File: src/sv/second_order_tustin_filter_core_defines.svh
// ----------------------------------------------------------------------------
// Second-order Tustin filter core: assertion macros
// Shared concurrent assertion forms, clocked on clk and disabled in reset.
// ----------------------------------------------------------------------------
`ifndef SECOND_ORDER_TUSTIN_FILTER_CORE_DEFINES_SVH
`define SECOND_ORDER_TUSTIN_FILTER_CORE_DEFINES_SVH

// same-cycle implication
`define TFC_ASSERT_SAME(label, ante, cons, msg) \
	label: assert property (@(posedge clk) disable iff (!arst_n) (ante) |-> (cons)) else $error(msg);

// next-cycle implication
`define TFC_ASSERT_NEXT(label, ante, cons, msg) \
	label: assert property (@(posedge clk) disable iff (!arst_n) (ante) |=> (cons)) else $error(msg);

`endif

File: src/sv/tfc_pkg.sv
// ----------------------------------------------------------------------------
// Second-order Tustin filter package
// Types, sequencer codes and fixed widths shared by the filter modules.
// ----------------------------------------------------------------------------
package tfc_pkg;

	localparam int MUL_W  = 33;
	localparam int PROD_W = 66;
	localparam int ACC_W  = 67;
	localparam int P_W    = 50;

	localparam logic       OP_FILTER = 1'b0;
	localparam logic       OP_INIT   = 1'b1;

	localparam logic [1:0] STATUS_OK       = 2'd0;
	localparam logic [1:0] STATUS_UNINIT   = 2'd1;
	localparam logic [1:0] STATUS_DIV_ZERO = 2'd2;

	localparam logic [2:0] REG_NUM_C0    = 3'd0;
	localparam logic [2:0] REG_NUM_C1    = 3'd1;
	localparam logic [2:0] REG_NUM_C2    = 3'd2;
	localparam logic [2:0] REG_DEN_C0    = 3'd3;
	localparam logic [2:0] REG_DEN_C1    = 3'd4;
	localparam logic [2:0] REG_DEN_C2    = 3'd5;
	localparam logic [2:0] REG_STEP_SIZE = 3'd6;

	localparam logic [5:0] DIV_LAST = 6'd63;

	typedef enum logic [1:0] {
		ST_IDLE,
		ST_CALC,
		ST_DIV,
		ST_DONE
	} state_t;

	typedef enum logic [3:0] {
		SQ_TSQ,
		SQ_T2,
		SQ_N0,
		SQ_N1,
		SQ_D0,
		SQ_BCO,
		SQ_D1,
		SQ_ACO,
		SQ_M1,
		SQ_M2,
		SQ_M3,
		SQ_M4,
		SQ_M5,
		SQ_CLAMP
	} seq_t;

	typedef struct packed {
		logic signed [31:0] num_c0;
		logic signed [31:0] num_c1;
		logic signed [31:0] num_c2;
		logic signed [31:0] den_c0;
		logic signed [31:0] den_c1;
		logic signed [31:0] den_c2;
		logic        [31:0] step_size;
	} cfg_t;

	typedef struct packed {
		logic        start;
		logic [63:0] dividend;
		logic [31:0] divisor;
	} div_req_t;

	typedef struct packed {
		logic        done;
		logic [63:0] quotient;
	} div_rsp_t;

endpackage

File: src/sv/tfc_div.sv
// ----------------------------------------------------------------------------
// Second-order Tustin filter divider
// Unsigned 64 / 32 restoring divider, one quotient bit per cycle.
// ----------------------------------------------------------------------------
module tfc_div
	import tfc_pkg::*;
(
	input  logic     clk,
	input  logic     arst_n,
	input  div_req_t req,
	output div_rsp_t rsp
);

	logic        busy_q;
	logic        done_q;
	logic [5:0]  cnt_q;
	logic [31:0] rem_q;
	logic [31:0] den_q;
	logic [63:0] quo_q;
	logic [32:0] sh;
	logic [32:0] diff;
	logic        fit;

	assign sh   = {rem_q, quo_q[63]};
	assign diff = sh - {1'b0, den_q};
	assign fit  = (sh >= {1'b0, den_q});

	always_ff @(posedge clk or negedge arst_n) begin
		if (!arst_n) begin
			busy_q <= 1'b0;
			done_q <= 1'b0;
			cnt_q  <= '0;
		end else begin
			done_q <= busy_q && (cnt_q == DIV_LAST);
			if (req.start) begin
				busy_q <= 1'b1;
				cnt_q  <= '0;
			end else if (busy_q) begin
				cnt_q <= cnt_q + 6'd1;
				if (cnt_q == DIV_LAST)
					busy_q <= 1'b0;
			end
		end
	end

	always_ff @(posedge clk) begin
		if (req.start) begin
			rem_q <= '0;
			den_q <= req.divisor;
			quo_q <= req.dividend;
		end else if (busy_q) begin
			rem_q <= fit ? diff[31:0] : sh[31:0];
			quo_q <= {quo_q[62:0], fit};
		end
	end

	assign rsp.done     = done_q;
	assign rsp.quotient = quo_q;

endmodule

File: config.mk
export PLATFORM = sky130hd
export DESIGN_NAME = tfc_div
export DESIGN_NICKNAME = d
export VERILOG_FILES = /design/src/sv/second_order_tustin_filter_core_defines.svh /design/src/sv/tfc_pkg.sv /design/src/sv/tfc_div.sv
export SDC_FILE = /design/constraint.sdc
export NUM_CORES = 1
export LEC_CHECK = 0
export ABC_AREA = 1
export BUFFER_PORTS_ARGS = -buffer_cell sky130_fd_sc_hd__buf_2
export CORE_MARGIN = 2
export CORE_UTILIZATION = 30
export DETAILED_ROUTE_END_ITERATION = 12
export GPL_ROUTABILITY_DRIVEN = 0
export PLACE_DENSITY = 0.51
export SLEW_MARGIN = 20
export SYNTH_ARGS = -nofsm -noshare
export SYNTH_HDL_FRONTEND = slang
export SYNTH_SLANG_ARGS = --single-unit
File: constraint.sdc
create_clock -name clk -period 3.5 [get_ports clk]
set_input_delay 0 -clock clk [delete_from_list [all_inputs] [get_ports clk]]
set_output_delay 0 -clock clk [all_outputs]
set_load 0.005 [all_outputs]
==> results.sh <==
export IMPL_cts_tree="done"
export IMPL_pwr_density_cell_nw_per_um2=663
export IMPL_grt_pass1_wl_um=39100
export IMPL_rsz0062_at_grt="no"
export IMPL_slew_headroom=0.415
export IMPL_grt_ovfl_total=0
export IMPL_clk_latency_ns=0.44
export IMPL_wl_per_cell_um=14.0
export IMPL_cp_data_arrival_time_ns=2.74
export IMPL_report_final_slew_viol_count=0
export IMPL_cp_max_fo=32
export IMPL_post_dp_hpwl_um=17200
export IMPL_drtIter0Drc=489
export IMPL_fin_skew_ns=0.0159
export IMPL_post_cts_buffers=0
export IMPL_hold_class="in2reg"
export IMPL_vias=7622
export IMPL_netlist_area_um2=8080
export IMPL_placement_io_buffers=163
export IMPL_cp_required_ns=3.83
export IMPL_die_area_um2=28300
export IMPL_rr_startpoint="den_q[20]"
export IMPL_hold_viol=0
export IMPL_setup_viol=0
export IMPL_avgViaCountPerCell=4.45
export IMPL_num_rows=60
export IMPL_die_y_um=168
export IMPL_io_pins=164
export IMPL_cts_sinks=136
export IMPL_antenna_found_initial=0
export IMPL_post_route_period_util=0.691
export IMPL_wirelength_um=24100
export IMPL_path_clk_slew_ns=0.07
export IMPL_antenna_cells=0
export IMPL_fillers=2796
export IMPL_final_common_cell="nand2_1"
export IMPL_p_leak_nw=5.67
export IMPL_ant_nets=0
export IMPL_syn_inst=1101
export IMPL_worstSetupPathType="reg2reg"
export IMPL_timing_rr_end="rem_q[30]"
export IMPL_fin_crit_ns=2.42
export IMPL_final_nets=1492
export IMPL_hold_end="rem_q[15]"
export IMPL_clk_path_buf_depth=2
export IMPL_firstDrtPassIters=5
export IMPL_syn_nets=1234
export IMPL_cp_end_kind="flop"
export IMPL_final_layout_size_suffix_gt1_frac=0.160
export IMPL_htreeDepth=4
export IMPL_die_width_um=168
export IMPL_crit_start="den_q[20]"
export IMPL_ys_seq_elements=136
export IMPL_holdPathStages=5
export IMPL_grt_pass1_vias=7618
export IMPL_synth_avg_cell_area_um2=7.34
export IMPL_rr_worst_depth=11
export IMPL_synth_distinct_cells=34
export IMPL_grt_max_degree=70
export IMPL_hp_start="req[96]"
export IMPL_hold_worst_slack_ns=0.149
export IMPL_status="finished clean"
export IMPL_root_buffer="clkbuf_16"
export IMPL_ys_warn_count=0
export IMPL_maxCapViolCount=0
export IMPL_remaining_drc_errors=0
export IMPL_grtUsageTotal=0.174
export IMPL_core_area_um2=26700
export IMPL_reg2reg_slack_ns=1.08
export IMPL_fmax_ghz=0.413
export IMPL_initial_core_util=0.302
export IMPL_setup_tns_final_ns=0
export IMPL_start_kind="flop"
export IMPL_worst_slew_pin_slew_ns=0.875
export IMPL_cts_buffers=17
export IMPL_yosysSeqAreaShare=0.461
export IMPL_final_cell_mix="490 x nand2_1, 164 x inv_1, 162 x buf_2"
export IMPL_ir_worst_vdd_v=0.000371
export IMPL_area_delta_synth_final_pct=34.0
==> cell type report <==
cell class,count,area [um^2],area share
Sequential cell,136,3720,0.344
Clock inverter,13,139,0.0128
Timing Repair Buffer,269,1870,0.173
Inverter,172,647,0.0597
Tap cell,341,427,0.0394
Multi-Input combinational cell,763,3580,0.330
Clock buffer,19,443,0.0409
==> routing by layer <==
metal / GRT usage / share of wire / up-vias
li1: - / - / 3954
met1: 0.231 / 0.47 / 3444
met2: 0.290 / 0.46 / 204
met3: 0.0343 / 0.056 / 20
met4: 0.0446 / 0.012 / 0
met5: 0 / 0 / -
==> synthesized netlist by cell type <==
cell	n	area share
a31oi_1	1	0.00077
nand2_1	490	0.23
nand2_4	2	0.0028
xor2_1	1	0.0011
dfrtp_1	8	0.025
dfxtp_1	32	0.079
o21bai_1	6	0.0056
nand3b_1	21	0.020
fa_1	1	0.0025
inv_1	164	0.076
edfxtp_1	96	0.36
nand2_2	3	0.0023
inv_2	6	0.0028
buf_4	2	0.0019
and2_1	1	0.00077
a22o_1	1	0.0011
nand4_1	2	0.0015
o21ai_0	5	0.0031
a21oi_1	24	0.015
clkinv_1	2	0.00093
nand3_2	1	0.0012
a21oi_4	1	0.0020
xnor2_1	13	0.014
nor2_1	53	0.025
clkbuf_1	14	0.0065
ha_1	33	0.051
nor2_2	2	0.0015
nand3_1	77	0.048
nor3_2	1	0.0012
buf_6	2	0.0028
o21ai_1	16	0.0099
nor3_1	8	0.0050
buf_2	7	0.0043
buf_1	5	0.0023
==> how the worst max path moves through the flow <==
| stage | end | slack, ns | depth (start not counted) |
|---|---|---|---|
| 5_1_grt | rem_q[17] | 0.76 | 13 |
| 3_3_place_gp | rem_q[7] | 1.12 | 11 |
| 3_5_place_dp | rem_q[17] | 1.06 | 11 |
| 6_report | rem_q[30] | 1.08 | 11 |
| 2_1_floorplan | busy_q | 0.44 | 5 |
| 4_1_cts | rem_q[17] | 1.05 | 11 |
==> registers in the layout, indices dropped and copies added (netlist names) <==
register / count
quo_q: 64
busy_q: 1
done_q: 1
rem_q: 32
den_q: 32
cnt_q: 6
==> per-stage QoR <==
stage,util,instance area [um^2],instances,setup slack [ns],power [mW]
2_1_floorplan,-,8080,1101,0.437,4.46
3_3_place_gp,0.347,9270,1583,1.12,5.26
4_1_cts,0.405,10800,1713,1.05,7.23
6_report,0.405,10800,1713,1.08,7.18
3_5_place_dp,0.347,9270,1583,1.06,5.26
5_1_grt,0.405,10800,1713,0.763,7.76
==> cell families after synthesis <==
kind of cell             after synthesis  synth area share
adder cells (fa/ha/maj)               34            0.0536
AND/OR/NAND/NOR                      661             0.336
XOR/XNOR                              14            0.0152
flip-flops                           136             0.461
AO/OA/AOI/OAI                         54            0.0373
buffers and inverters                202            0.0977
==> where the power goes <==
part	internal (mW)	switching, mW
clock network	1.02	0.827
registers	2.02	0.178
logic	1.18	1.96
total	4.22	2.96
==> critical path, stage by stage (launching register included) <==
cell and delay [ns]:
edfxtp_1 0.33, inv_1 0.06, ha_1 0.35, nand2_1 0.11
nor2_1 0.23, nand2_1 0.12, nor3_2 0.20, nand2_4 0.22
nand2_4 0.38, nand3_1 0.14, nand2_1 0.09, nand2_1 0.05
==> repair_timing <==
action	CTS	global route
gates resized for setup	0	0
setup endpoints to repair	0	0
hold endpoints to repair	104	0
hold buffers	98	0
(Power assumes the default switching activity.)
