<file path="src/sv/second_order_tustin_filter_core_defines.svh">
// ----------------------------------------------------------------------------
// Second-order Tustin filter core: assertion macros
// Shared concurrent assertion forms, clocked on clk and disabled in reset.
// ----------------------------------------------------------------------------
`ifndef SECOND_ORDER_TUSTIN_FILTER_CORE_DEFINES_SVH
`define SECOND_ORDER_TUSTIN_FILTER_CORE_DEFINES_SVH

// same-cycle implication
`define TFC_ASSERT_SAME(label, ante, cons, msg) \
	label: assert property (@(posedge clk) disable iff (!arst_n) (ante) |-> (cons)) else $error(msg);

// next-cycle implication
`define TFC_ASSERT_NEXT(label, ante, cons, msg) \
	label: assert property (@(posedge clk) disable iff (!arst_n) (ante) |=> (cons)) else $error(msg);

`endif

</file>
<file path="src/sv/tfc_pkg.sv">
// ----------------------------------------------------------------------------
// Second-order Tustin filter package
// Types, sequencer codes and fixed widths shared by the filter modules.
// ----------------------------------------------------------------------------
package tfc_pkg;

	localparam int MUL_W  = 33;
	localparam int PROD_W = 66;
	localparam int ACC_W  = 67;
	localparam int P_W    = 50;

	localparam logic       OP_FILTER = 1'b0;
	localparam logic       OP_INIT   = 1'b1;

	localparam logic [1:0] STATUS_OK       = 2'd0;
	localparam logic [1:0] STATUS_UNINIT   = 2'd1;
	localparam logic [1:0] STATUS_DIV_ZERO = 2'd2;

	localparam logic [2:0] REG_NUM_C0    = 3'd0;
	localparam logic [2:0] REG_NUM_C1    = 3'd1;
	localparam logic [2:0] REG_NUM_C2    = 3'd2;
	localparam logic [2:0] REG_DEN_C0    = 3'd3;
	localparam logic [2:0] REG_DEN_C1    = 3'd4;
	localparam logic [2:0] REG_DEN_C2    = 3'd5;
	localparam logic [2:0] REG_STEP_SIZE = 3'd6;

	localparam logic [5:0] DIV_LAST = 6'd63;

	typedef enum logic [1:0] {
		ST_IDLE,
		ST_CALC,
		ST_DIV,
		ST_DONE
	} state_t;

	typedef enum logic [3:0] {
		SQ_TSQ,
		SQ_T2,
		SQ_N0,
		SQ_N1,
		SQ_D0,
		SQ_BCO,
		SQ_D1,
		SQ_ACO,
		SQ_M1,
		SQ_M2,
		SQ_M3,
		SQ_M4,
		SQ_M5,
		SQ_CLAMP
	} seq_t;

	typedef struct packed {
		logic signed [31:0] num_c0;
		logic signed [31:0] num_c1;
		logic signed [31:0] num_c2;
		logic signed [31:0] den_c0;
		logic signed [31:0] den_c1;
		logic signed [31:0] den_c2;
		logic        [31:0] step_size;
	} cfg_t;

	typedef struct packed {
		logic        start;
		logic [63:0] dividend;
		logic [31:0] divisor;
	} div_req_t;

	typedef struct packed {
		logic        done;
		logic [63:0] quotient;
	} div_rsp_t;

endpackage

</file>
<file path="src/sv/tfc_mul.sv">
// ----------------------------------------------------------------------------
// Second-order Tustin filter shared multiplier
// Signed 33 x 33 multiplier with a registered product.
// ----------------------------------------------------------------------------
module tfc_mul
	import tfc_pkg::*;
(
	input  logic                     clk,
	input  logic signed [MUL_W-1:0]  a,
	input  logic signed [MUL_W-1:0]  b,
	output logic signed [PROD_W-1:0] p
);

	logic signed [PROD_W-1:0] p_q;

	always_ff @(posedge clk) begin
		p_q <= a * b;
	end

	assign p = p_q;

endmodule

</file>
<file path="config.mk">
export PLATFORM = sky130hd
export DESIGN_NAME = tfc_mul
export DESIGN_NICKNAME = d
export VERILOG_FILES = /design/src/sv/second_order_tustin_filter_core_defines.svh /design/src/sv/tfc_pkg.sv /design/src/sv/tfc_mul.sv
export SDC_FILE = /design/constraint.sdc
export NUM_CORES = 2
export LEC_CHECK = 0
export BUFFER_PORTS_ARGS = -buffer_cell sky130_fd_sc_hd__buf_2
export CAP_MARGIN = 20
export CORE_AREA = 2 2 258 234
export DETAILED_ROUTE_END_ITERATION = 16
export DIE_AREA = 0 0 260 236
export PLACE_DENSITY_LB_ADDON = 0.12
export SKIP_LAST_GASP = 1
export SYNTH_ARGS = -nofsm -noshare
export SYNTH_HDL_FRONTEND = slang
export SYNTH_SLANG_ARGS = --single-unit
</file>
<file path="constraint.sdc">
create_clock -name clk -period 21 [get_ports clk]
set_input_delay 0 -clock clk [delete_from_list [all_inputs] [get_ports clk]]
set_output_delay 0 -clock clk [all_outputs]
set_load 0.03 [all_outputs]
</file>
==> summary.log <==
INFO  run_status     run_status=finished clean
INFO  floorplan      placement_rows=85
INFO  worst_setup_path critPathLaunchType=input pin
INFO  clock_tree     cts_repair_resize_count=0
INFO  synth          synth_enable_flop_cells=0
INFO  routing        totalWireLength=107000um
INFO  floorplan      die_x=260um
INFO  clock_tree     cts_tree=done
INFO  routing        route.vias.total=28807
INFO  clock_tree     ctsHoldBuffers=0
INFO  timing         timing.fmax=0.130GHz
INFO  clock_tree     cts_max_path_buffers=2
INFO  grt            grt_max_degree=34
INFO  min_path       hold_path_startpoint=b[0]
INFO  timing         setup_viol=0
INFO  routing        detail_route.drc_violations=0
INFO  timing         worst_pin_slew=984ps
INFO  finish         flow.area_growth_from_synthesis=2.93%
INFO  grt            grt_pass1_wl=176000um
INFO  synth          syn_area_per_cell=9.39um2
INFO  clock_tree     post-cts-setup-buffers=0
INFO  routing        vias_per_cell=5.70
INFO  synth          synth.cell_area=40700um2
INFO  grt            grt.total_usage=0.378
INFO  clock_tree     htreeDepth=3
INFO  synth          yosys_cell_types=80
INFO  routing        top_signal_layer_used=met5
INFO  routing        drt_pre_antenna_iters=7
INFO  grt            number_of_antenna_violations_at_the_first_check_in_global_routing=6
INFO  worst_setup_path worstPathMaxFanout=33
INFO  worst_setup_path cp_data_arrival_time=8000ps
INFO  routing        wl_met1=43700um
INFO  grt            number_of_global_route_vias_before_repair=31105
INFO  floorplan      fp.coreArea=59000um2
INFO  finish         fillCellCount=4559
INFO  grt            grt-ovfl-total=0
INFO  synth          ys.flop_type=sky130_fd_sc_hd__dfxtp_1
INFO  routing        wl_per_cell=21.2um
INFO  timing         report.final.slew_viol_count=0
INFO  finish         seq_area=1320um2
INFO  routing        first_iter_violations=2383
INFO  floorplan      initial_standard_cell_utilization_of_the_core=0.690
INFO  place          place_congestion=0.951
INFO  synth          mappedNetlistNets=5767
INFO  synth          yosys_warnings=0
INFO  worst_setup_path worst_ep_required_time=21300ps
INFO  floorplan      top_level_ports=133
INFO  floorplan      die_area=61400um2
INFO  routing        detailroute.wirelength.met3=14400um
INFO  flow_run       drv.max_cap_violation_count=0
INFO  clock_tree     clock_tree.root_cell=sky130_fd_sc_hd__clkbuf_16
INFO  clock_tree     cts_num_sinks=66
INFO  synth          synth_seq_cells=66
INFO  timing         rsz0062_at_grt=false
INFO  floorplan      die_height=236um
INFO  timing         min_period_over_period=0.367
INFO  finish         num-nets-final=5696
INFO  timing         maxSlewHeadroom=0.344
INFO  routing        met2RoutedLength=46200um
INFO  finish         final_layout_size_suffix_gt1_frac=0.0449
INFO  place          dp_hpwl=86300um
INFO  worst_setup_path crit_path_start=a[32]
INFO  synth          synth.yosys.seq_area_share=0.0324
INFO  routing        route.antenna.remaining_nets=0
INFO  min_path       holdCritPathClass=input pin to register
INFO  place          port_buffers=132
INFO  clock_tree     numCtsBuffers=9
INFO  synth          postSynthCellCount=4338
INFO  finish         largest_register_ff_count=66
INFO  clock_tree     clkTransAtPathRegs=60ps
INFO  timing         final-hold-violation-count=0
INFO  timing         layout_min_cycle_time=7700ps
INFO  synth          synthArstFlopShare=0
INFO  finish         area_used_by_multi_input_combinational_logic=34300um2
INFO  worst_setup_path critPathCaptureType=register
INFO  timing         fin_tns_setup=0ps
INFO  min_path       whs_endpoint=p[0]$_DFF_P_
INFO  min_path       count_of_cells_along_the_worst_hold_path=2
INFO  worst_setup_path criticalPathCategory=input pin to register
## how the worst max path moves through the flow
stage	endpoint	slack, ps	depth (start not counted)
2_1_floorplan	p[62]$_DFF_P_	13760	23
3_3_place_gp	p[62]$_DFF_P_	12980	22
3_5_place_dp	p[62]$_DFF_P_	12940	22
4_1_cts	p[62]$_DFF_P_	13300	22
5_1_grt	p[62]$_DFF_P_	12840	22
6_report	p[62]$_DFF_P_	13300	22
## critical path, stage by stage
cell and delay, ps:
sky130_fd_sc_hd__buf_2 470, sky130_fd_sc_hd__nand2_1 180, sky130_fd_sc_hd__inv_1 170, sky130_fd_sc_hd__fa_1 480
sky130_fd_sc_hd__fa_1 620, sky130_fd_sc_hd__fa_1 680, sky130_fd_sc_hd__fa_1 1230, sky130_fd_sc_hd__fa_1 580
sky130_fd_sc_hd__fa_1 510, sky130_fd_sc_hd__fa_1 510, sky130_fd_sc_hd__inv_1 60, sky130_fd_sc_hd__fa_1 480
sky130_fd_sc_hd__inv_1 50, sky130_fd_sc_hd__ha_1 420, sky130_fd_sc_hd__and3_1 200, sky130_fd_sc_hd__nand3_1 90
sky130_fd_sc_hd__nand2b_1 240, sky130_fd_sc_hd__a2111oi_4 360, sky130_fd_sc_hd__a211oi_4 80, sky130_fd_sc_hd__a21o_2 240
sky130_fd_sc_hd__a21o_1 160, sky130_fd_sc_hd__a211oi_2 160
## metal layers
metal | global-route usage | vias to the layer above
li1 | - | 12188
met1 | 0.559 | 14861
met2 | 0.539 | 1543
met3 | 0.132 | 207
met4 | 0.0953 | 8
met5 | 0 | -
## kinds of logic (layout without fill, tap and decap cells)
| family | after synthesis | in the layout | share of synthesized area |
|---|---|---|---|
| XOR/XNOR | 68 | 68 | 0.0146 |
| other | 0 | 1 | 0 |
| buffers and inverters | 1352 | 1286 | 0.125 |
| flip-flops | 66 | 66 | 0.0324 |
| AND/OR/NAND/NOR | 1271 | 1271 | 0.158 |
| adder cells (fa/ha/maj) | 1362 | 1362 | 0.629 |
| AO/OA/AOI/OAI | 219 | 219 | 0.0407 |
## cell type report
class,count,area share
clock inverter,6,0.00176
sequential,66,0.0315
inverter,1131,0.101
timing repair buffer,139,0.0179
clock buffer,10,0.00570
antenna,1,0.0000597
tap,783,0.0234
multi-input combinational,2920,0.818
## stage by stage
stage	worst slack (ps)	hold slack, ps	std cells	util	instance area [um2]
6_report	13300	183	5056	0.710	41900
5_1_grt	12840	200	5056	0.710	41900
4_1_cts	13300	164	5053	0.709	41900
3_5_place_dp	12940	434	5037	0.704	41600
3_3_place_gp	12980	433	5037	0.704	41600
2_1_floorplan	13760	127	4338	-	40700
## cell usage in the layout (no fill, tap or decap), types with 3 or more instances in the layout
cell	instances
sky130_fd_sc_hd__a31oi_1	8
sky130_fd_sc_hd__and4_1	5
sky130_fd_sc_hd__a21oi_2	3
sky130_fd_sc_hd__buf_4	5
sky130_fd_sc_hd__and2_1	562
sky130_fd_sc_hd__o211ai_1	4
sky130_fd_sc_hd__xnor2_1	43
sky130_fd_sc_hd__a211o_1	6
sky130_fd_sc_hd__and3_1	5
sky130_fd_sc_hd__nand2b_1	12
sky130_fd_sc_hd__or3_1	3
sky130_fd_sc_hd__buf_2	132
sky130_fd_sc_hd__or2_2	3
sky130_fd_sc_hd__fa_1	1145
sky130_fd_sc_hd__nand4_1	11
sky130_fd_sc_hd__a211oi_2	3
sky130_fd_sc_hd__nand3_1	25
sky130_fd_sc_hd__a21o_1	36
sky130_fd_sc_hd__a21oi_1	57
sky130_fd_sc_hd__nand2_1	551
sky130_fd_sc_hd__o21ai_0	25
sky130_fd_sc_hd__o21ai_1	6
sky130_fd_sc_hd__o21a_1	6
sky130_fd_sc_hd__o21bai_1	11
sky130_fd_sc_hd__clkbuf_16	10
sky130_fd_sc_hd__o31ai_4	3
sky130_fd_sc_hd__nor2_1	68
sky130_fd_sc_hd__nor2b_1	5
sky130_fd_sc_hd__xor2_1	25
sky130_fd_sc_hd__nor3_1	7
sky130_fd_sc_hd__inv_1	1131
sky130_fd_sc_hd__ha_1	217
sky130_fd_sc_hd__a211oi_1	7
sky130_fd_sc_hd__dfxtp_1	66
## Yosys cell counts (all sizes together) (9+ instances only)
library cell	instances	area, um2
nand3	26	135
a31oi	9	62.6
ha	217	2720
o21bai	11	82.6
buf	13	70.1
nand4	12	81.3
a21oi	61	328
xor2	25	219
o21ai	33	173
fa	1145	22900
a21o	38	288
inv	1131	4250
xnor2	43	377
a211oi	11	110
dfxtp	66	1320
nand2	551	2070
and2	563	3520
clkbuf	208	781
nor2	68	255
nand2b	12	75.1
Power is left out: the tool's default activity adds up to more than one toggle a clock period on the data nets, which glitch-free logic cannot reach.
