--- src/sv/second_order_tustin_filter_core_defines.svh ---
// ----------------------------------------------------------------------------
// Second-order Tustin filter core: assertion macros
// Shared concurrent assertion forms, clocked on clk and disabled in reset.
// ----------------------------------------------------------------------------
`ifndef SECOND_ORDER_TUSTIN_FILTER_CORE_DEFINES_SVH
`define SECOND_ORDER_TUSTIN_FILTER_CORE_DEFINES_SVH

// same-cycle implication
`define TFC_ASSERT_SAME(label, ante, cons, msg) \
	label: assert property (@(posedge clk) disable iff (!arst_n) (ante) |-> (cons)) else $error(msg);

// next-cycle implication
`define TFC_ASSERT_NEXT(label, ante, cons, msg) \
	label: assert property (@(posedge clk) disable iff (!arst_n) (ante) |=> (cons)) else $error(msg);

`endif

--- src/sv/tfc_pkg.sv ---
// ----------------------------------------------------------------------------
// Second-order Tustin filter package
// Types, sequencer codes and fixed widths shared by the filter modules.
// ----------------------------------------------------------------------------
package tfc_pkg;

	localparam int MUL_W  = 33;
	localparam int PROD_W = 66;
	localparam int ACC_W  = 67;
	localparam int P_W    = 50;

	localparam logic       OP_FILTER = 1'b0;
	localparam logic       OP_INIT   = 1'b1;

	localparam logic [1:0] STATUS_OK       = 2'd0;
	localparam logic [1:0] STATUS_UNINIT   = 2'd1;
	localparam logic [1:0] STATUS_DIV_ZERO = 2'd2;

	localparam logic [2:0] REG_NUM_C0    = 3'd0;
	localparam logic [2:0] REG_NUM_C1    = 3'd1;
	localparam logic [2:0] REG_NUM_C2    = 3'd2;
	localparam logic [2:0] REG_DEN_C0    = 3'd3;
	localparam logic [2:0] REG_DEN_C1    = 3'd4;
	localparam logic [2:0] REG_DEN_C2    = 3'd5;
	localparam logic [2:0] REG_STEP_SIZE = 3'd6;

	localparam logic [5:0] DIV_LAST = 6'd63;

	typedef enum logic [1:0] {
		ST_IDLE,
		ST_CALC,
		ST_DIV,
		ST_DONE
	} state_t;

	typedef enum logic [3:0] {
		SQ_TSQ,
		SQ_T2,
		SQ_N0,
		SQ_N1,
		SQ_D0,
		SQ_BCO,
		SQ_D1,
		SQ_ACO,
		SQ_M1,
		SQ_M2,
		SQ_M3,
		SQ_M4,
		SQ_M5,
		SQ_CLAMP
	} seq_t;

	typedef struct packed {
		logic signed [31:0] num_c0;
		logic signed [31:0] num_c1;
		logic signed [31:0] num_c2;
		logic signed [31:0] den_c0;
		logic signed [31:0] den_c1;
		logic signed [31:0] den_c2;
		logic        [31:0] step_size;
	} cfg_t;

	typedef struct packed {
		logic        start;
		logic [63:0] dividend;
		logic [31:0] divisor;
	} div_req_t;

	typedef struct packed {
		logic        done;
		logic [63:0] quotient;
	} div_rsp_t;

endpackage

--- src/sv/tfc_regs.sv ---
// ----------------------------------------------------------------------------
// Second-order Tustin filter configuration registers
// APB-style register file holding the transfer function and the time step.
// ----------------------------------------------------------------------------
module tfc_regs
	import tfc_pkg::*;
(
	input  logic        clk,
	input  logic        arst_n,
	input  logic        psel,
	input  logic        penable,
	input  logic        pwrite,
	input  logic [4:0]  paddr,
	input  logic [31:0] pwdata,
	output logic [31:0] prdata,
	output logic        pready,
	output cfg_t        cfg
);

	cfg_t        cfg_q;
	logic [2:0]  idx;
	logic        wr_en;

	assign idx    = paddr[4:2];
	assign wr_en  = psel && penable && pwrite;
	assign pready = 1'b1;
	assign cfg    = cfg_q;

	always_ff @(posedge clk or negedge arst_n) begin
		if (!arst_n) begin
			cfg_q.num_c0    <= 32'sd65536;
			cfg_q.num_c1    <= '0;
			cfg_q.num_c2    <= '0;
			cfg_q.den_c0    <= 32'sd65536;
			cfg_q.den_c1    <= '0;
			cfg_q.den_c2    <= '0;
			cfg_q.step_size <= 32'd65;
		end else if (wr_en) begin
			case (idx)
				REG_NUM_C0:    cfg_q.num_c0    <= pwdata;
				REG_NUM_C1:    cfg_q.num_c1    <= pwdata;
				REG_NUM_C2:    cfg_q.num_c2    <= pwdata;
				REG_DEN_C0:    cfg_q.den_c0    <= pwdata;
				REG_DEN_C1:    cfg_q.den_c1    <= pwdata;
				REG_DEN_C2:    cfg_q.den_c2    <= pwdata;
				REG_STEP_SIZE: cfg_q.step_size <= pwdata;
				default: ;
			endcase
		end
	end

	always_comb begin
		case (idx)
			REG_NUM_C0:    prdata = cfg_q.num_c0;
			REG_NUM_C1:    prdata = cfg_q.num_c1;
			REG_NUM_C2:    prdata = cfg_q.num_c2;
			REG_DEN_C0:    prdata = cfg_q.den_c0;
			REG_DEN_C1:    prdata = cfg_q.den_c1;
			REG_DEN_C2:    prdata = cfg_q.den_c2;
			REG_STEP_SIZE: prdata = cfg_q.step_size;
			default:       prdata = '0;
		endcase
	end

endmodule

--- config.mk ---
export PLATFORM = sky130hd
export DESIGN_NAME = tfc_regs
export DESIGN_NICKNAME = d
export VERILOG_FILES = /design/src/sv/second_order_tustin_filter_core_defines.svh /design/src/sv/tfc_pkg.sv /design/src/sv/tfc_regs.sv
export SDC_FILE = /design/constraint.sdc
export NUM_CORES = 1
export LEC_CHECK = 0
export BUFFER_PORTS_ARGS = -buffer_cell sky130_fd_sc_hd__buf_2
export CAP_MARGIN = 30
export CORE_UTILIZATION = 50
export DETAILED_ROUTE_END_ITERATION = 8
export PLACE_DENSITY = 0.77
export REMOVE_ABC_BUFFERS = 1
export SKIP_LAST_GASP = 1
export SYNTH_ARGS = -nofsm -noshare
export SYNTH_HDL_FRONTEND = slang
export SYNTH_SLANG_ARGS = --single-unit
--- constraint.sdc ---
create_clock -name clk -period 6.75 [get_ports clk]
set_input_delay 1.6875 -clock clk [delete_from_list [all_inputs] [get_ports clk]]
set_output_delay 1.6875 -clock clk [all_outputs]
set_load 0.02 [all_outputs]
==> reports/results.txt, run 1 <==
run status -> finished clean
H-tree levels -> 1
placed cell area -> 12100 µm²
slowest stage delay, CP -> 0.52 ns
CTS tree -> built
Vias/cell -> 5.71
largest net degree at the start of global routing -> 116
max reg flops -> 224
Synth top area share -> 53.1%
share of cells above drive strength 1 -> 60.2%
post-route cell area -> 13000 µm²
final wirelength -> 28300 µm
area of the multi-input gates -> 4510 µm²
Yosys cell types -> 31
crit path DAT -> 3.50 ns
vias in the first global route -> 7503
iteration count of the initial detailed-routing pass -> 5
Hold Fails Final Rpt -> 0
Max clock buf depth -> 3
fin cells -> 1297
Power Density -> 340 nW/µm²
routed len/inst -> 21.8 µm
Final GP Congestion -> 0.839
Clock Skew -> 0 ns
min-delay worst type -> flip-flop to flip-flop
number of instances in the placed design -> 1254
Post-CTS Resized -> 0
top sig layer -> met5
Seq/Total Area, Yosys -> 54.1%
vias -> 7408
setup_tns -> 0 ns
Worst-path clk slew -> 0.06 ns
Syn Inst Count -> 729
Antenna Nets Post-Route -> 0
DIE WIDTH -> 146 µm
leak pwr -> 6.55 nW
Worst setup SP type -> input port
crit-path cells -> buf_4 > and3b_1 > a222oi_1 > o21ai_0 > buf_2
Crit. End Element -> output port
# diodes -> 0
Die Ht -> 146 µm
Mean Syn Cell Area -> 14.2 µm²
crit share post-route -> 76.8%
# port buffers -> 295
worst-path fanout max -> 40
setup bufs post-CTS -> 0
Slowest-stage cell, CP -> and3b_1
P&R area growth vs syn -> 25.0%
CTS root buf -> clkbuf_16
DRC violations left -> 0
synthesized area -> 10400 µm²
Tmin final -> 5.18 ns
fmax -> 193 MHz
Skew-Pair Late Insertion Delay -> 0.51 ns
initial antenna violation count -> 1
global route total overflow -> 0
RSZ-0062 raised after global routing -> no
Fillers -> 1545
DP HPWL -> 18200 µm
total die area -> 21300 µm²
Initial DRC Count -> 324
max capacitance violation total -> 0
routed wl met3 -> 2410 µm
Final Power -> 0.00441 W
Max Slew Vio Count -> 0
first-pass GRT wire length -> 44200 µm
YS warnings -> 0
flip-flop and latch area -> 5610 µm²
CP Class -> input port to output port
Core ar. -> 20300 µm²
wl on met1 -> 11900 µm
Num CTS Buffers -> 24
Area contributors post-synth -> dfrtp_1 (53%), mux2_2 (24%), mux2i_1 (4.5%), mux2_4 (4.3%), o21a_1 (2.2%)
CP Data Required Time -> 5.06 ns
Clock Sinks -> 224
Rel. slew slack -> 40.4%
final net count -> 1052
Initial Util -> 51.1%
Ports -> 299
Synth area leader -> dfrtp_1
Max VDD drop -> 0.233 mV
met2 routed WL -> 13500 µm
number of synthesized register bits -> 224
hold buffers post-CTS -> 0
Finish-stage setup viols -> 0
num rows -> 52
Tot GR Track Use -> 26.6%
worst-margin pin slew -> 0.894 ns
[final timing paths]
check | start | to | slack, ns | cells after the start
max in group asynchronous | arst_n | cfg[68] | 4.36 | 2
min in group asynchronous | arst_n | cfg[61] | 1.24 | 1
max reg2reg | cfg[100] | cfg[100] | 5.93 | 1
min reg2reg | cfg[72] | cfg[72] | 0.52 | 1
min | cfg[72] | cfg[72] | 0.52 | 1
max | paddr[3] | prdata[7] | 1.57 | 5
[cells in the mapped netlist, drive strengths merged]
| cell type | instances |
|---|---|
| o21a | 31 |
| mux2 | 256 |
| buf | 37 |
| nand4 | 1 |
| nand3b | 16 |
| nand2b | 2 |
| dfrtp | 220 |
| o221ai | 17 |
| or3 | 2 |
| nor2 | 5 |
| nand2 | 16 |
| mux2i | 47 |
| mux4 | 1 |
| nor2b | 2 |
| and3b | 2 |
| a21oi | 1 |
| nand3 | 15 |
| clkbuf | 20 |
| nor3b | 1 |
| dfstp | 4 |
| a222oi | 15 |
| conb | 1 |
| inv | 1 |
| o21ai | 15 |
| nand4b | 1 |
[worst max-delay path: cells and delay by family]
family	cells	cell delay [ns]
AO/OA/AOI/OAI	2	0.69
buffers and inverters	2	0.59
AND/OR/NAND/NOR	1	0.52
[cells by family after synthesis]
kind of cell / after synthesis / share of synthesized area, %
multiplexers: 304 / 33.6
AO/OA/AOI/OAI: 79 / 5.90
flip-flops: 224 / 54.1
buffers and inverters: 58 / 2.73
AND/OR/NAND/NOR: 63 / 3.58
other: 1 / 0.0362
[metrics by stage]
stage | util (%) | hold slack [ns] | setup slack (ns)
6_report | 63.9 | 0.516 | 1.57
4_1_cts | 63.9 | 0.519 | 1.55
2_1_floorplan | - | 0.628 | 2.42
3_5_place_dp | 59.8 | 0.504 | 1.56
5_1_grt | 63.9 | 0.536 | 1.45
3_3_place_gp | 59.6 | 0.496 | 1.59
[final cells by class]
cell class / instances / share of cell area, %
Clock inverter: 7 / 0.531
Sequential cell: 224 / 43.3
Inverter: 1 / 0.0290
Multi-Input combinational cell: 447 / 34.8
Clock buffer: 36 / 5.76
Timing Repair Buffer: 312 / 13.0
Tap cell: 270 / 2.61
[cell usage in the layout, fill, tap and decap left out, drive strengths merged, types with 2 or more instances in the layout]
cell type / synthesis / layout
o221ai: 17 / 17
dfstp: 4 / 4
nor2: 5 / 5
nand3b: 16 / 16
and3b: 2 / 2
nand2: 16 / 16
mux2: 256 / 256
or3: 2 / 2
mux2i: 47 / 47
nand3: 15 / 15
clkinv: 0 / 3
nand2b: 2 / 2
dfrtp: 220 / 220
o21a: 31 / 31
inv: 1 / 2
clkbuf: 20 / 36
o21ai: 15 / 15
buf: 37 / 312
nor2b: 2 / 2
clkinvlp: 0 / 2
a222oi: 15 / 15
[layer usage]
metal / vias to the layer above / global-route usage [%]
met4: 2 / 6.15
met2: 306 / 44.2
met5: - / 0
met3: 37 / 7.37
li1: 3263 / -
met1: 3800 / 34.8
[report_power, final]
group / switching, W / leakage [nW] / total [W] / internal, W
Sequential: 0.000207 / 2.85 / 0.00182 / 0.00161
Combinational: 0.000733 / 3.29 / 0.00126 / 0.000531
Clock: 0.000530 / 0.400 / 0.00133 / 0.000802
Total: 0.00147 / 6.55 / 0.00441 / 0.00294
Power figures use the tool's default switching activity.
==> inputs of run 2 (changes only) <==
--- a/config.mk
+++ b/config.mk
@@ -7,9 +7,9 @@
 export LEC_CHECK = 0
 export BUFFER_PORTS_ARGS = -buffer_cell sky130_fd_sc_hd__buf_2
 export CAP_MARGIN = 30
-export CORE_UTILIZATION = 50
+export CORE_UTILIZATION = 47
 export DETAILED_ROUTE_END_ITERATION = 8
-export PLACE_DENSITY = 0.77
+export PLACE_DENSITY = 0.76
 export REMOVE_ABC_BUFFERS = 1
 export SKIP_LAST_GASP = 1
 export SYNTH_ARGS = -nofsm -noshare
==> constraint.sdc (replaced) <==
create_clock -name clk -period 4.2 [get_ports clk]
set_input_delay 1.05 -clock clk [delete_from_list [all_inputs] [get_ports clk]]
set_output_delay 1.05 -clock clk [all_outputs]
set_load 0.02 [all_outputs]
==> run 2 against run 1 <==
- first-iteration DRC count grew 17%
- wire length grew 3.6%
- clock-buffer cell count is 3 higher
- combinational power increased by 62%
- die area is 6.3% higher
- clock skew did not move
- global-route usage decreased by 1.3 points
- clock power rose by 63%
- via count increased by 0.66%
- largest cell class unchanged
==> reports/results.txt, run 2 (synthesized netlist as in run 1, its figures left out) <==
Antenna Nets Post-Route -> 0 (unchanged)
iteration count of the initial detailed-routing pass -> 6 (was 5)
Hold Fails Final Rpt -> 0 (unchanged)
Vias/cell -> 5.68 (was 5.71)
Ports -> 299 (unchanged)
initial antenna violation count -> 1 (unchanged)
DIE WIDTH -> 151 µm (was 146 µm)
routed len/inst -> 22.3 µm (was 21.8 µm)
Rel. slew slack -> 46.3% (was 40.4%)
Max VDD drop -> 0.332 mV (was 0.233 mV)
hold buffers post-CTS -> 0 (unchanged)
CP Data Required Time -> 3.15 ns (was 5.06 ns)
CTS tree -> built (unchanged)
Initial Util -> 48.6% (was 51.1%)
Die Ht -> 151 µm (was 146 µm)
Max clock buf depth -> 3 (unchanged)
Finish-stage setup viols -> 0 (unchanged)
fmax -> 265 MHz
run status -> finished clean (unchanged)
# port buffers -> 295 (unchanged)
worst-margin pin slew -> 0.805 ns (was 0.894 ns)
largest net degree at the start of global routing -> 92 (was 116)
vias in the first global route -> 7429 (was 7503)
vias -> 7457 (was 7408)
Setup WS pre-CTS -> 0.480 ns (was 1.56 ns)
leak pwr -> 6.61 nW (was 6.55 nW)
most frequent cells in the layout -> buf_2 (292), mux2_2 (223), dfrtp_1 (220), mux2i_1 (47), o21a_1 (31) (unchanged)
Initial DRC Count -> 380 (was 324)
Final GP Congestion -> 0.801 (was 0.839)
DP HPWL -> 19700 µm (was 18200 µm)
leading cell type in the layout, fill and taps excluded -> buf_2 (unchanged)
Tot GR Track Use -> 25.4% (was 26.6%)
final net count -> 1061 (was 1052)
Core ar. -> 21400 µm² (was 20300 µm²)
final wirelength -> 29300 µm (was 28300 µm)
fin worst setup slack -> 0.432 ns (was 1.57 ns)
CTS root buf -> clkbuf_16 (unchanged)
Clock Sinks -> 224 (unchanged)
num rows -> 53 (was 52)
min-delay worst type -> input port to asynchronous set/reset pin (was flip-flop to flip-flop)
crit path DAT -> 2.72 ns (was 3.50 ns)
max reg flops -> 224 (unchanged)
H-tree levels -> 1 (unchanged)
worst-path fanout max -> 22 (was 40)
crit share post-route -> 89.7%
setup_tns -> 0 ns (unchanged)
Worst setup SP type -> input port (unchanged)
Max Slew Vio Count -> 0 (unchanged)
Clock Skew -> 0 ns (unchanged)
P&R area growth vs syn -> 26.2% (was 25.0%)
CP Class -> input port to output port (unchanged)
first-pass GRT wire length -> 43600 µm (was 44200 µm)
RSZ-0062 raised after global routing -> no (unchanged)
Post-CTS Resized -> 0 (unchanged)
Num CTS Buffers -> 25 (was 24)
Crit. End Element -> output port (unchanged)
Tmin final -> 3.77 ns
Worst-path clk slew -> 0.06 ns (about the same)
Power Density -> 546 nW/µm² (was 340 nW/µm²)
Skew-Pair Late Insertion Delay -> 0.52 ns (was 0.51 ns)
setup bufs post-CTS -> 0 (unchanged)
global route total overflow -> 0 (unchanged)
total die area -> 22700 µm² (was 21300 µm²)
max capacitance violation total -> 0 (unchanged)
DRC violations left -> 0 (unchanged)
share of cells above drive strength 1 -> 60.3% (was 60.2%)
==> run 2: final cells by class <==
cell class / count / area, µm²
multi-input cells: 447 / 4510
diodes: 1 / 2.50
clock buffers: 39 / 748
repair buffers: 320 / 1790
flip-flops and latches: 224 / 5610
fillers: 1686 / 8270
well taps: 275 / 344
inverters: 1 / 3.75
clock inverters: 7 / 75.1
==> run 2: stage by stage <==
| step | util [%] | hold slack [ns] | power (W) | cells | area, µm² |
|---|---|---|---|---|---|
| CTS | 61.3 | 0.433 | 0.00720 | 1313 | 13100 |
| global placement | 57.3 | 0.501 | 0.00496 | 1266 | 12200 |
| global route | 61.3 | 0.449 | 0.00746 | 1314 | 13100 |
| finish | 61.3 | 0.431 | 0.00715 | 1314 | 13100 |
| floorplan | - | 0.628 | 0.00415 | 672 | 10100 |
| detailed placement | 57.4 | 0.512 | 0.00501 | 1267 | 12300 |
==> run 2: worst paths after layout <==
| kind | slack, ns | depth (start not counted) | from | endpoint |
|---|---|---|---|---|
| max in group asynchronous | 2.91 | 2 | arst_n | cfg[6] |
| hold / removal | 0.43 | 1 | arst_n | cfg[180] |
| hold reg to reg | 0.53 | 1 | cfg[95] | cfg[95] |
| setup / recovery | 0.43 | 5 | paddr[2] | prdata[13] |
| setup reg to reg | 3.37 | 1 | cfg[106] | cfg[106] |
| min in group clk | 0.53 | 1 | cfg[95] | cfg[95] |
==> run 2: worst max-delay path: stages <==
cell      delay, ns
buf_4          0.27
and3b_1        0.75
a222oi_1       0.24
o21ai_0        0.17
buf_2          0.23
==> run 2: per-layer routing <==
layer / part of all wire, % / global-route usage [%] / routed length, µm / vias to the layer above
li1: - / - / - / 3288
met1: 41 / 32.2 / 12100 / 3817
met2: 49 / 43.1 / 14400 / 306
met3: 7.3 / 5.64 / 2150 / 46
met4: 2.2 / 7.58 / 641 / 0
met5: 0 / 0 / 0 / -
==> run 2: power breakdown <==
group,internal [W],leakage [nW],switching (W)
Sequential,0.00259,2.85,0.000351
Combinational,0.000859,3.35,0.00118
Clock,0.00129,0.410,0.000879
Total,0.00474,6.61,0.00241
